==> src/bspd_pkg.sv <==
`timescale 1ns / 1ps
// ----------------------------------------------------------------------------
// bspd_pkg: shared types and constants of the button press detector
// Word formats of both channels, the per-lane result and register indexes.
// ----------------------------------------------------------------------------
package bspd_pkg;

	localparam int unsigned FIELD_BITS = 4;
	localparam int unsigned STAMP_BITS = 32;
	localparam int unsigned THRESH_BITS = 16;
	localparam int unsigned SETTLE_BITS = 4;
	localparam int unsigned CFG_ADDR_BITS = 2;
	localparam int unsigned CFG_DATA_BITS = 16;

	localparam int unsigned BTN_PREV = 0;
	localparam int unsigned BTN_NEXT = 1;
	localparam int unsigned BTN_HOME = 3;

	typedef enum logic [CFG_ADDR_BITS-1:0] {
		CFG_ENABLE_MASK   = 2'd0,
		CFG_LONG_PRESS_MS = 2'd1,
		CFG_SETTLE_SCANS  = 2'd2
	} cfg_reg_t;

	typedef struct packed {
		logic [FIELD_BITS-1:0] pin_levels;
		logic [STAMP_BITS-1:0] now_ms;
	} in_word_t;

	typedef struct packed {
		logic [FIELD_BITS-1:0] short_mask;
		logic [FIELD_BITS-1:0] long_mask;
		logic                  page_prev;
		logic                  page_next;
		logic                  home_signal;
		logic [FIELD_BITS-1:0] held_mask;
	} out_word_t;

	typedef struct packed {
		logic short_hit;
		logic long_hit;
		logic held;
	} lane_res_t;

endpackage

==> src/bspd_lane.sv <==
`timescale 1ns / 1ps
// ----------------------------------------------------------------------------
// bspd_lane: press tracker for one button
// Holds the pressed flag, settle countdown, press time and fired flag of one
// button and classifies each scan as short press, long press or neither.
// ----------------------------------------------------------------------------
module bspd_lane (
	input  logic                                 clk,
	input  logic                                 arst_n,
	input  logic                                 accept,
	input  logic                                 enable,
	input  logic                                 pin_level,
	input  logic [bspd_pkg::STAMP_BITS-1:0]      now_ms,
	input  logic [bspd_pkg::THRESH_BITS-1:0]     long_press_ms,
	input  logic [bspd_pkg::SETTLE_BITS-1:0]     settle_scans,
	output bspd_pkg::lane_res_t                  res
);
	import bspd_pkg::*;

	logic                   held_q;
	logic                   fired_q;
	logic [SETTLE_BITS-1:0] count_q;
	logic [STAMP_BITS-1:0]  stamp_q;

	logic                   held_d;
	logic                   fired_d;
	logic [SETTLE_BITS-1:0] count_d;
	logic [STAMP_BITS-1:0]  stamp_d;
	logic [SETTLE_BITS-1:0] count_dec;
	logic [STAMP_BITS-1:0]  diff;
	logic                   is_long;
	logic                   pressed;

	assign pressed   = !pin_level;
	assign diff      = now_ms - stamp_q;
	// The held time is read as signed: a negative difference is never long.
	assign is_long   = !diff[STAMP_BITS-1] &&
		(diff[STAMP_BITS-2:0] >= {{(STAMP_BITS-1-THRESH_BITS){1'b0}}, long_press_ms});
	assign count_dec = (count_q != '0) ? count_q - 1'b1 : count_q;

	always_comb begin
		held_d        = held_q;
		fired_d       = fired_q;
		count_d       = count_q;
		stamp_d       = stamp_q;
		res.short_hit = 1'b0;
		res.long_hit  = 1'b0;
		if (enable) begin
			if (pressed && !held_q) begin
				held_d  = 1'b1;
				fired_d = 1'b0;
				count_d = settle_scans;
				stamp_d = now_ms;
			end else if (pressed) begin
				count_d = count_dec;
				if (count_dec == '0 && !fired_q && is_long) begin
					res.long_hit = 1'b1;
					fired_d      = 1'b1;
				end
			end else if (held_q) begin
				held_d        = 1'b0;
				count_d       = '0;
				fired_d       = 1'b0;
				res.short_hit = !fired_q && !is_long;
			end
		end
		res.held = held_d;
	end

	always_ff @(posedge clk or negedge arst_n) begin
		if (!arst_n) begin
			held_q  <= 1'b0;
			fired_q <= 1'b0;
			count_q <= '0;
			stamp_q <= '0;
		end else if (accept) begin
			held_q  <= held_d;
			fired_q <= fired_d;
			count_q <= count_d;
			stamp_q <= stamp_d;
		end
	end

endmodule

==> src/bspd_merge.sv <==
`timescale 1ns / 1ps
// ----------------------------------------------------------------------------
// bspd_merge: lane merge and output register
// Gathers the lane results into one result word, derives the page and home
// requests and holds the word until the consumer takes it.
// ----------------------------------------------------------------------------
module bspd_merge #(
	parameter int unsigned LANES = 4
) (
	input  logic                                 clk,
	input  logic                                 arst_n,
	input  logic                                 accept,
	input  bspd_pkg::lane_res_t [LANES-1:0]      lane_res,
	output logic                                 in_ready,
	output logic                                 out_valid,
	input  logic                                 out_ready,
	output bspd_pkg::out_word_t                  out_data
);
	import bspd_pkg::*;

	logic [FIELD_BITS-1:0] short_m;
	logic [FIELD_BITS-1:0] long_m;
	logic [FIELD_BITS-1:0] held_m;
	out_word_t             word_d;
	out_word_t             word_q;
	logic                  valid_q;

	for (genvar i = 0; i < FIELD_BITS; i++) begin : g_bits
		if (i < LANES) begin : g_live
			assign short_m[i] = lane_res[i].short_hit;
			assign long_m[i]  = lane_res[i].long_hit;
			assign held_m[i]  = lane_res[i].held;
		end else begin : g_none
			assign short_m[i] = 1'b0;
			assign long_m[i]  = 1'b0;
			assign held_m[i]  = 1'b0;
		end
	end

	always_comb begin
		word_d.short_mask  = short_m;
		word_d.long_mask   = long_m;
		word_d.page_prev   = short_m[BTN_PREV];
		word_d.page_next   = short_m[BTN_NEXT];
		word_d.home_signal = long_m[BTN_HOME];
		word_d.held_mask   = held_m;
	end

	assign in_ready  = !valid_q || out_ready;
	assign out_valid = valid_q;
	assign out_data  = word_q;

	always_ff @(posedge clk or negedge arst_n) begin
		if (!arst_n) begin
			valid_q <= 1'b0;
		end else if (in_ready) begin
			valid_q <= accept;
		end
	end

	always_ff @(posedge clk) begin
		if (accept) begin
			word_q <= word_d;
		end
	end

`ifndef SYNTHESIS
	a_no_short_and_long: assert property (@(posedge clk) disable iff (!arst_n)
		valid_q |-> ((word_q.short_mask & word_q.long_mask) == '0))
		else $error("short and long press on the same button in one word");
	a_long_is_held: assert property (@(posedge clk) disable iff (!arst_n)
		valid_q |-> ((word_q.long_mask & ~word_q.held_mask) == '0))
		else $error("long press reported on a released button");
	a_short_is_released: assert property (@(posedge clk) disable iff (!arst_n)
		valid_q |-> ((word_q.short_mask & word_q.held_mask) == '0))
		else $error("short press reported on a held button");
	a_word_taken: assert property (@(posedge clk) disable iff (!arst_n)
		accept |=> valid_q)
		else $error("accepted scan produced no result word");
`endif

endmodule

==> src/button_short_long_press_detector_top.sv <==
`timescale 1ns / 1ps
// ----------------------------------------------------------------------------
// button_short_long_press_detector_top: four-button short/long press detector
// Channel  Direction  Handshake               Word
// in       input      in_valid / in_ready     pin levels and time in ms
// out      output     out_valid / out_ready   press masks and requests
// cfg      input      cfg_we                  register index and data
// One scan word is accepted per cycle while in_ready is high; its result word
// is registered and shown the next cycle. in_ready is low only while a result
// word waits and out_ready is low. Each button has its own lane; the lanes
// update together. Reset clears all button state and loads register defaults.
// ----------------------------------------------------------------------------
module button_short_long_press_detector_top #(
	parameter int unsigned NUM_BUTTONS = 4
) (
	input  logic                                 clk,
	input  logic                                 arst_n,
	input  logic                                 in_valid,
	output logic                                 in_ready,
	input  bspd_pkg::in_word_t                   in_data,
	output logic                                 out_valid,
	input  logic                                 out_ready,
	output bspd_pkg::out_word_t                  out_data,
	input  logic                                 cfg_we,
	input  logic [bspd_pkg::CFG_ADDR_BITS-1:0]   cfg_addr,
	input  logic [bspd_pkg::CFG_DATA_BITS-1:0]   cfg_data
);
	import bspd_pkg::*;

	// Buttons above the field width have no enable bit and never change.
	localparam int unsigned LANES = (NUM_BUTTONS < FIELD_BITS) ? NUM_BUTTONS : FIELD_BITS;

	logic [FIELD_BITS-1:0]  enable_mask_q;
	logic [THRESH_BITS-1:0] long_press_ms_q;
	logic [SETTLE_BITS-1:0] settle_scans_q;
	logic                   accept;
	lane_res_t [LANES-1:0]  lane_res;

	assign accept = in_valid && in_ready;

	always_ff @(posedge clk or negedge arst_n) begin
		if (!arst_n) begin
			enable_mask_q   <= 4'd15;
			long_press_ms_q <= 16'd1000;
			settle_scans_q  <= 4'd2;
		end else if (cfg_we) begin
			unique case (cfg_reg_t'(cfg_addr))
				CFG_ENABLE_MASK:   enable_mask_q   <= cfg_data[FIELD_BITS-1:0];
				CFG_LONG_PRESS_MS: long_press_ms_q <= cfg_data[THRESH_BITS-1:0];
				CFG_SETTLE_SCANS:  settle_scans_q  <= cfg_data[SETTLE_BITS-1:0];
				default: ;
			endcase
		end
	end

	for (genvar i = 0; i < LANES; i++) begin : g_lane
		bspd_lane u_lane (
			.clk           (clk),
			.arst_n        (arst_n),
			.accept        (accept),
			.enable        (enable_mask_q[i]),
			.pin_level     (in_data.pin_levels[i]),
			.now_ms        (in_data.now_ms),
			.long_press_ms (long_press_ms_q),
			.settle_scans  (settle_scans_q),
			.res           (lane_res[i])
		);
	end

	bspd_merge #(
		.LANES (LANES)
	) u_merge (
		.clk       (clk),
		.arst_n    (arst_n),
		.accept    (accept),
		.lane_res  (lane_res),
		.in_ready  (in_ready),
		.out_valid (out_valid),
		.out_ready (out_ready),
		.out_data  (out_data)
	);

endmodule

==> config.mk <==
export PLATFORM = sky130hd
export DESIGN_NAME = button_short_long_press_detector_top
export DESIGN_NICKNAME = d
export VERILOG_FILES = /design/src/bspd_pkg.sv /design/src/bspd_lane.sv /design/src/bspd_merge.sv /design/src/button_short_long_press_detector_top.sv
export SDC_FILE = /design/constraint.sdc
export NUM_CORES = 1
export LEC_CHECK = 0
export BUFFER_PORTS_ARGS = -buffer_cell sky130_fd_sc_hd__buf_4
export CAP_MARGIN = 5
export CORE_UTILIZATION = 45
export CTS_BUF_LIST = sky130_fd_sc_hd__clkbuf_8
export DETAILED_ROUTE_END_ITERATION = 12
export GPL_ROUTABILITY_DRIVEN = 0
export PLACE_DENSITY_LB_ADDON = 0.25
export SYNTH_ARGS = -nofsm -noshare
export SYNTH_HDL_FRONTEND = slang
export SYNTH_SLANG_ARGS = --single-unit
==> constraint.sdc <==
create_clock -name clk -period 9.06 [get_ports clk]
set_clock_uncertainty 0.05 [all_clocks]
set_input_delay 1.812 -clock clk [delete_from_list [all_inputs] [get_ports clk]]
set_output_delay 1.812 -clock clk [all_outputs]
set_load 0.01 [all_outputs]
After elaboration in Yosys (flattened, before gate mapping):

Cells that the tools add are included.
W data, S select, Z words.

* word-level logic and storage cells: 191
* input port bits: 59
* output and inout port bits: 17
* register bits after elaboration: 191

* $lt $le $gt $ge: 4
* eq/ne operators: 6
* add/sub/neg operators: 8
* bitwise gates (word level): 8
* reduce and logical (&&, ||, !) cells: 77
* mux-type cells: 58

Operators with widths (count)
* $sub A32 B32 Y32: 4
* $ge A31 B16 Y1: 4
* $mux W4: 16
* $mux W1: 38
* $reduce_and A3 Y1: 8
* $logic_and A1 B1 Y1: 21
* $logic_not A1 Y1: 21
* $logic_not A4 Y1: 4
* $reduce_and A4 Y1: 4
* $reduce_bool A4 Y1: 4
* $sub A4 B1 Y4 const B: 4
* $ne A3 B1 Y1 const B: 4
* $reduce_bool A3 Y1: 4
* $reduce_or A3 Y1: 4
* $mux W2: 4
* $not A1 Y1: 8
* $reduce_or A4 Y1: 2
* $reduce_and A2 Y1: 3
* $eq A2 B1 Y1 const B: 1
* $eq A2 B2 Y1 const B: 1
* $logic_not A2 Y1: 1
* $logic_or A1 B1 Y1: 1

Longest topological paths before layout:

* word-level depth: 9
* gate-level depth with buffers: 21
* gate-level depth less buffers: 21

Modules after synthesis:

Synthesis repeated with hierarchy kept, for this count alone.

* cell total of the unflattened synthesis: 2244
* area total of the unflattened synthesis: 17723.2 µm²

Modules (own cells, without submodules)
* bspd_lane (g_lane[1].u_lane ...): sequential area each 950.9 µm², cells each 543, area each 4090.2 µm², times used 3
* bspd_lane (g_lane[0].u_lane): sequential area each 950.9 µm², cells each 544, area each 4042.6 µm², times used 1
* button_short_long_press_detector_top: sequential area each 614.3 µm², cells each 53, area each 979.7 µm², times used 1
* bspd_merge: sequential area each 385.4 µm², cells each 18, area each 430.4 µm², times used 1

Least setup slack after synthesis:

Ideal clock, no wire load.

* path kind: input-to-reg
* start point: input port in_data[0] in the netlist's numbering
* end point: register u_merge.word_q (netlist bit u_merge.out_data[8]) (data pin)
* library setup time: 0.255 ns
* setup slack: 3.260 ns
* cell stages on the path: 20
* arrival time: 5.495 ns
* path buffers: 0
* data required time: 8.755 ns
* cells stage by stage: inv_1 > ha_1 > fa_1 > nand2b_1 > a211oi_1 > nor2_1 > o21bai_1 > a21oi_1 > o21a_1 > xnor2_1 > ha_1 > a21o_1 > a211oi_1 > nand2b_1 > o21ai_0 > o211ai_1 > or4_1 > nor3_1 > nand4_1 > and3_1

* longest elaborated chain between the ends: 5
* elaborated cells between the ends (all ways): 6
* those cells by class: add/sub: 1; order compare: 1; mux: 1; reduce/logical: 3

RTL lines
* start, declared: RTL line button_short_long_press_detector_top.sv:20 `input bspd_pkg::in_word_t in_data,`
* $sub A32 B32 Y32 *: RTL line bspd_lane.sv:35 `assign diff = now_ms - stamp_q;`
* $ge A31 B16 Y1 / $logic_not A1 Y1 (equally long branches): RTL line bspd_lane.sv:38, bspd_lane.sv:37
* $logic_and A1 B1 Y1 *: RTL line bspd_lane.sv:37 `assign is_long = !diff[STAMP_BITS-1] &&`
* $logic_and A1 B1 Y1 *: RTL line bspd_lane.sv:56 `if (count_dec == '0 && !fired_q && is_long) begin`
* $mux W1 *: RTL line bspd_lane.sv:56
* end signal, assigned: RTL line bspd_merge.sv:63 `word_q <= word_d;`
* end, declared: RTL line bspd_merge.sv:25 `out_word_t word_q;`

Mark *: on every way between the ends. The rest lies on a longest branch, timed or not.
A chain may end at the register's enable or synchronous reset.

Worst setup path in the final report:

Ends and elaborated chain as after synthesis.

==> impl_metrics.py <==
metrics = {
    "timing": {
        "setup_violations": 0,
        "fmax_mhz": 163,
        "rsz0062_at_grt": "false",
        "slew_viol_final": 0,
        "setup_tns_ns": 0,
        "finalCriticalPeriod_ns": 6.13,
        "slew_headroom": 0.308,
        "worst_pin_slew_ns": 1.02,
        "hold_violations": 0,
        "fin_crit_sh": 0.676,
    },
    "placement": {
        "port_buffers": 75,
        "dp_cells": 2389,
        "dp_hpwl_mm": 34.8,
    },
    "grt": {
        "antenna_found_initial": 0,
        "grt_pass1_wl_mm": 71.6,
        "grt_max_degree": 114,
        "gr-total-overflow": 0,
        "grt_pass1_vias": 13600,
        "gr-usage-all-layers": 0.238,
    },
    "route": {
        "drc_errors": 0,
        "vias": 14400,
        "dr.pass1.iters": 7,
        "ant_nets": 0,
        "routed_wl_mm": 44.5,
        "vias_per_cell": 5.94,
        "wl_per_cell_um": 18.4,
        "first_iter_violations": 851,
    },
    "clock_network": {
        "clkSlewWorstSetupHoldPaths_ns": 0.10,
        "htreeDepth": 4,
        "holdBufCountCts": 0,
        "clk_latency_ns": 0.54,
        "root_buffer": "clkbuf_8",
        "cts_resized": 0,
        "cts_buffer_depth": 2,
        "cts_tree": "built",
        "numCtsBuffers": 17,
        "post-cts-setup-buffers": 0,
        "clock-sinks": 189,
    },
    "worst_setup_path": {
        "crit_type": "in2reg",
        "critPathArrivalTime_ns": 6.37,
        "timing.rr.start": "g_lane[1].u_lane.stamp_q[0]",
        "crit_path_start": "in_data[0]",
        "r2r-end": "u_merge.out_data[8]",
        "r2r_setup_slack_ns": 4.08,
        "worstPathRequired_ns": 9.31,
        "end_kind": "flop",
        "crit_fanout": 8,
        "cp-start-kind": "primary input",
        "reg2reg_depth": 19,
    },
    "run_status": {
        "status": "complete, no violations",
    },
    "yosys": {
        "netlist_top_cells_area": "dfrtp_1 25%, ha_1 14%, mux2_2 10%",
        "synth.top_cell.area_share": 0.249,
        "synth_top_family_by_area": "compound AO/OA/AOI/OAI gates",
        "ys_types": 86,
        "synth_edf_count": 12,
        "synth_area_per_cell_um2": 8.75,
        "yosys.area_share.simple": 0.149,
        "synthArstFlopShare": 0.937,
        "synth_fp_nets": 2158,
        "yosys.area_share.adder": 0.149,
        "synth_cells": 1903,
        "synth-xor-area-share": 0.0479,
        "yosysWarnings": 0,
        "synth_top_area_cell": "dfrtp_1",
        "synth_seq_cells": 189,
        "synth-seq-area-share": 0.288,
        "synth_mux_area_frac": 0.109,
        "dominantRegCellSynth": "dfrtp_1",
        "synth_compound_area_frac": 0.200,
        "synth_area_um2": 16700,
    },
    "die": {
        "rows": 70,
        "die_w_um": 194,
        "coreArea_um2": 36500,
        "dieHeight_um": 194,
        "initial_core_util": 0.456,
        "ios": 76,
        "die_area_um2": 37800,
    },
    "hold_path": {
        "hold_class": "reg2reg",
        "min_from": "g_lane[0].u_lane.stamp_q[0]",
        "whs_path_depth": 2,
        "holdPathEnd": "g_lane[0].u_lane.stamp_q[0]",
    },
    "finish": {
        "drive_gt1_frac": 0.149,
        "final_cells": 2422,
        "num-nets-final": 2195,
        "fillers": 3576,
        "area_growth_pct": 8.32,
    },
    "job": {
        "maxCapViolations": 0,
    },
    "power_and_ir_drop": {
        "powerDensity_nw_per_um2": 353,
        "peakVddDrop_v": 0.000160,
        "p_leak_nw": 8.14,
    },
}
==> metal layers <==
metal | track usage | wire, um | up-vias
li1 | - | - | 6983
met5 | 0 | 0 | -
met3 | 0.0279 | 2250 | 62
met2 | 0.394 | 20600 | 425
met1 | 0.324 | 20800 | 6916
met4 | 0.0705 | 853 | 0
==> power by group <==
part	switching [mW]	leakage [nW]	internal [mW]
combinational	2.45	5.66	1.85
sequential	0.214	2.25	1.19
clock	0.339	0.231	0.309
total	3.00	8.14	3.36
==> flip-flops by register name, indices dropped and copies added, names as in the netlist <==
name and flops:
g_lane.u_lane.stamp_q 128, g_lane.u_lane.count_q 16, long_press_ms_q 16, u_merge.out_data 12, enable_mask_q 4, g_lane.u_lane.fired_q 4
g_lane.u_lane.held_q 4, settle_scans_q 4, u_merge.out_valid 1
==> cell type report <==
| class | count | area (um^2) | share of cell area |
|---|---|---|---|
| sequential | 189 | 4800 | 0.266 |
| tap | 468 | 586 | 0.0325 |
| antenna | 1 | 2.50 | 0.000139 |
| timing repair buffer | 79 | 599 | 0.0332 |
| inverter | 186 | 698 | 0.0387 |
| clock buffer | 18 | 248 | 0.0137 |
| clock inverter | 14 | 190 | 0.0105 |
| multi-input combinational | 1467 | 10900 | 0.605 |
==> cells in the mapped netlist, types with 6 or more instances <==
cell type  number
mux2_2        150
nor4_1         15
nand2b_1       34
or4_1           6
inv_1         185
o21bai_1       16
a21o_1         37
dfstp_2        11
nor2b_1        26
nand4_1        44
clkbuf_1       50
a31oi_1        17
edfxtp_1       12
o21a_1         28
nor3_1         42
xnor2_1        62
o21ai_0       123
nor2_1         92
ha_1          192
a21oi_1       164
a21boi_0        6
dfrtp_1       166
o211ai_1       22
nand3_1        37
and2_1          6
xor2_1         29
o31ai_1        10
mux2i_1        12
nand2_1       133
a211oi_1       18
and3_1         16
or3_1          20
==> logic make-up after synthesis <==
| logic type | after synthesis |
|---|---|
| multiplexers | 162 |
| XOR/XNOR | 91 |
| adder cells (fa/ha/maj) | 196 |
| buffers and inverters | 247 |
| AND/OR/NAND/NOR | 494 |
| AO/OA/AOI/OAI | 524 |
| flip-flops | 189 |
==> per-stage QoR <==
step                setup WS (ns)  total power, mW  utilization  cell area, um^2  hold slack [ns]
CTS                          3.00             6.33        0.494            18000            0.450
finish                       2.93             6.36        0.494            18000            0.447
global route                 2.70             6.96        0.494            18000            0.469
detailed placement           2.41             5.65        0.482            17600            0.426
floorplan                    3.26             4.68            -            16700            0.404
global placement             2.47             5.54        0.482            17600            0.428
==> worst max-delay path, cell delays in order <==
cell and delay, ns:
buf_4 0.07, inv_1 0.12, ha_1 0.27, fa_1 0.39
nand2b_1 0.20, a211oi_1 0.41, nor2_1 0.15, o21bai_1 0.15
a21oi_1 0.12, o21a_1 0.23, xnor2_1 0.12, ha_1 0.29
a21o_1 0.16, a211oi_1 0.30, nand2b_1 0.09, o21ai_0 0.27
o211ai_1 0.13, or4_1 0.43, nor3_1 0.23, nand4_1 0.22
and3_1 0.20
==> how the worst max path moves through the flow <==
stage,endpoint,slack (ns),cells past startpoint
after floorplan,u_merge.out_data[8],3.26,20
after global placement,u_merge.out_data[8],2.47,21
after detailed placement,u_merge.out_data[8],2.41,21
after CTS,u_merge.out_data[8],3.00,21
after global routing,u_merge.out_data[8],2.70,21
final,u_merge.out_data[8],2.93,21
==> placed cells by master, fill, tap and decap left out, types with 62 or more instances in the layout <==
master   Yosys  routed
a21oi_1    164     164
buf_4        3      78
dfrtp_1    166     166
ha_1       192     192
inv_1      185     187
mux2_2     150     150
nand2_1    133     133
nor2_1      92      92
o21ai_0    123     123
xnor2_1     62      62
No activity file was read; power rests on OpenSTA's default activity.
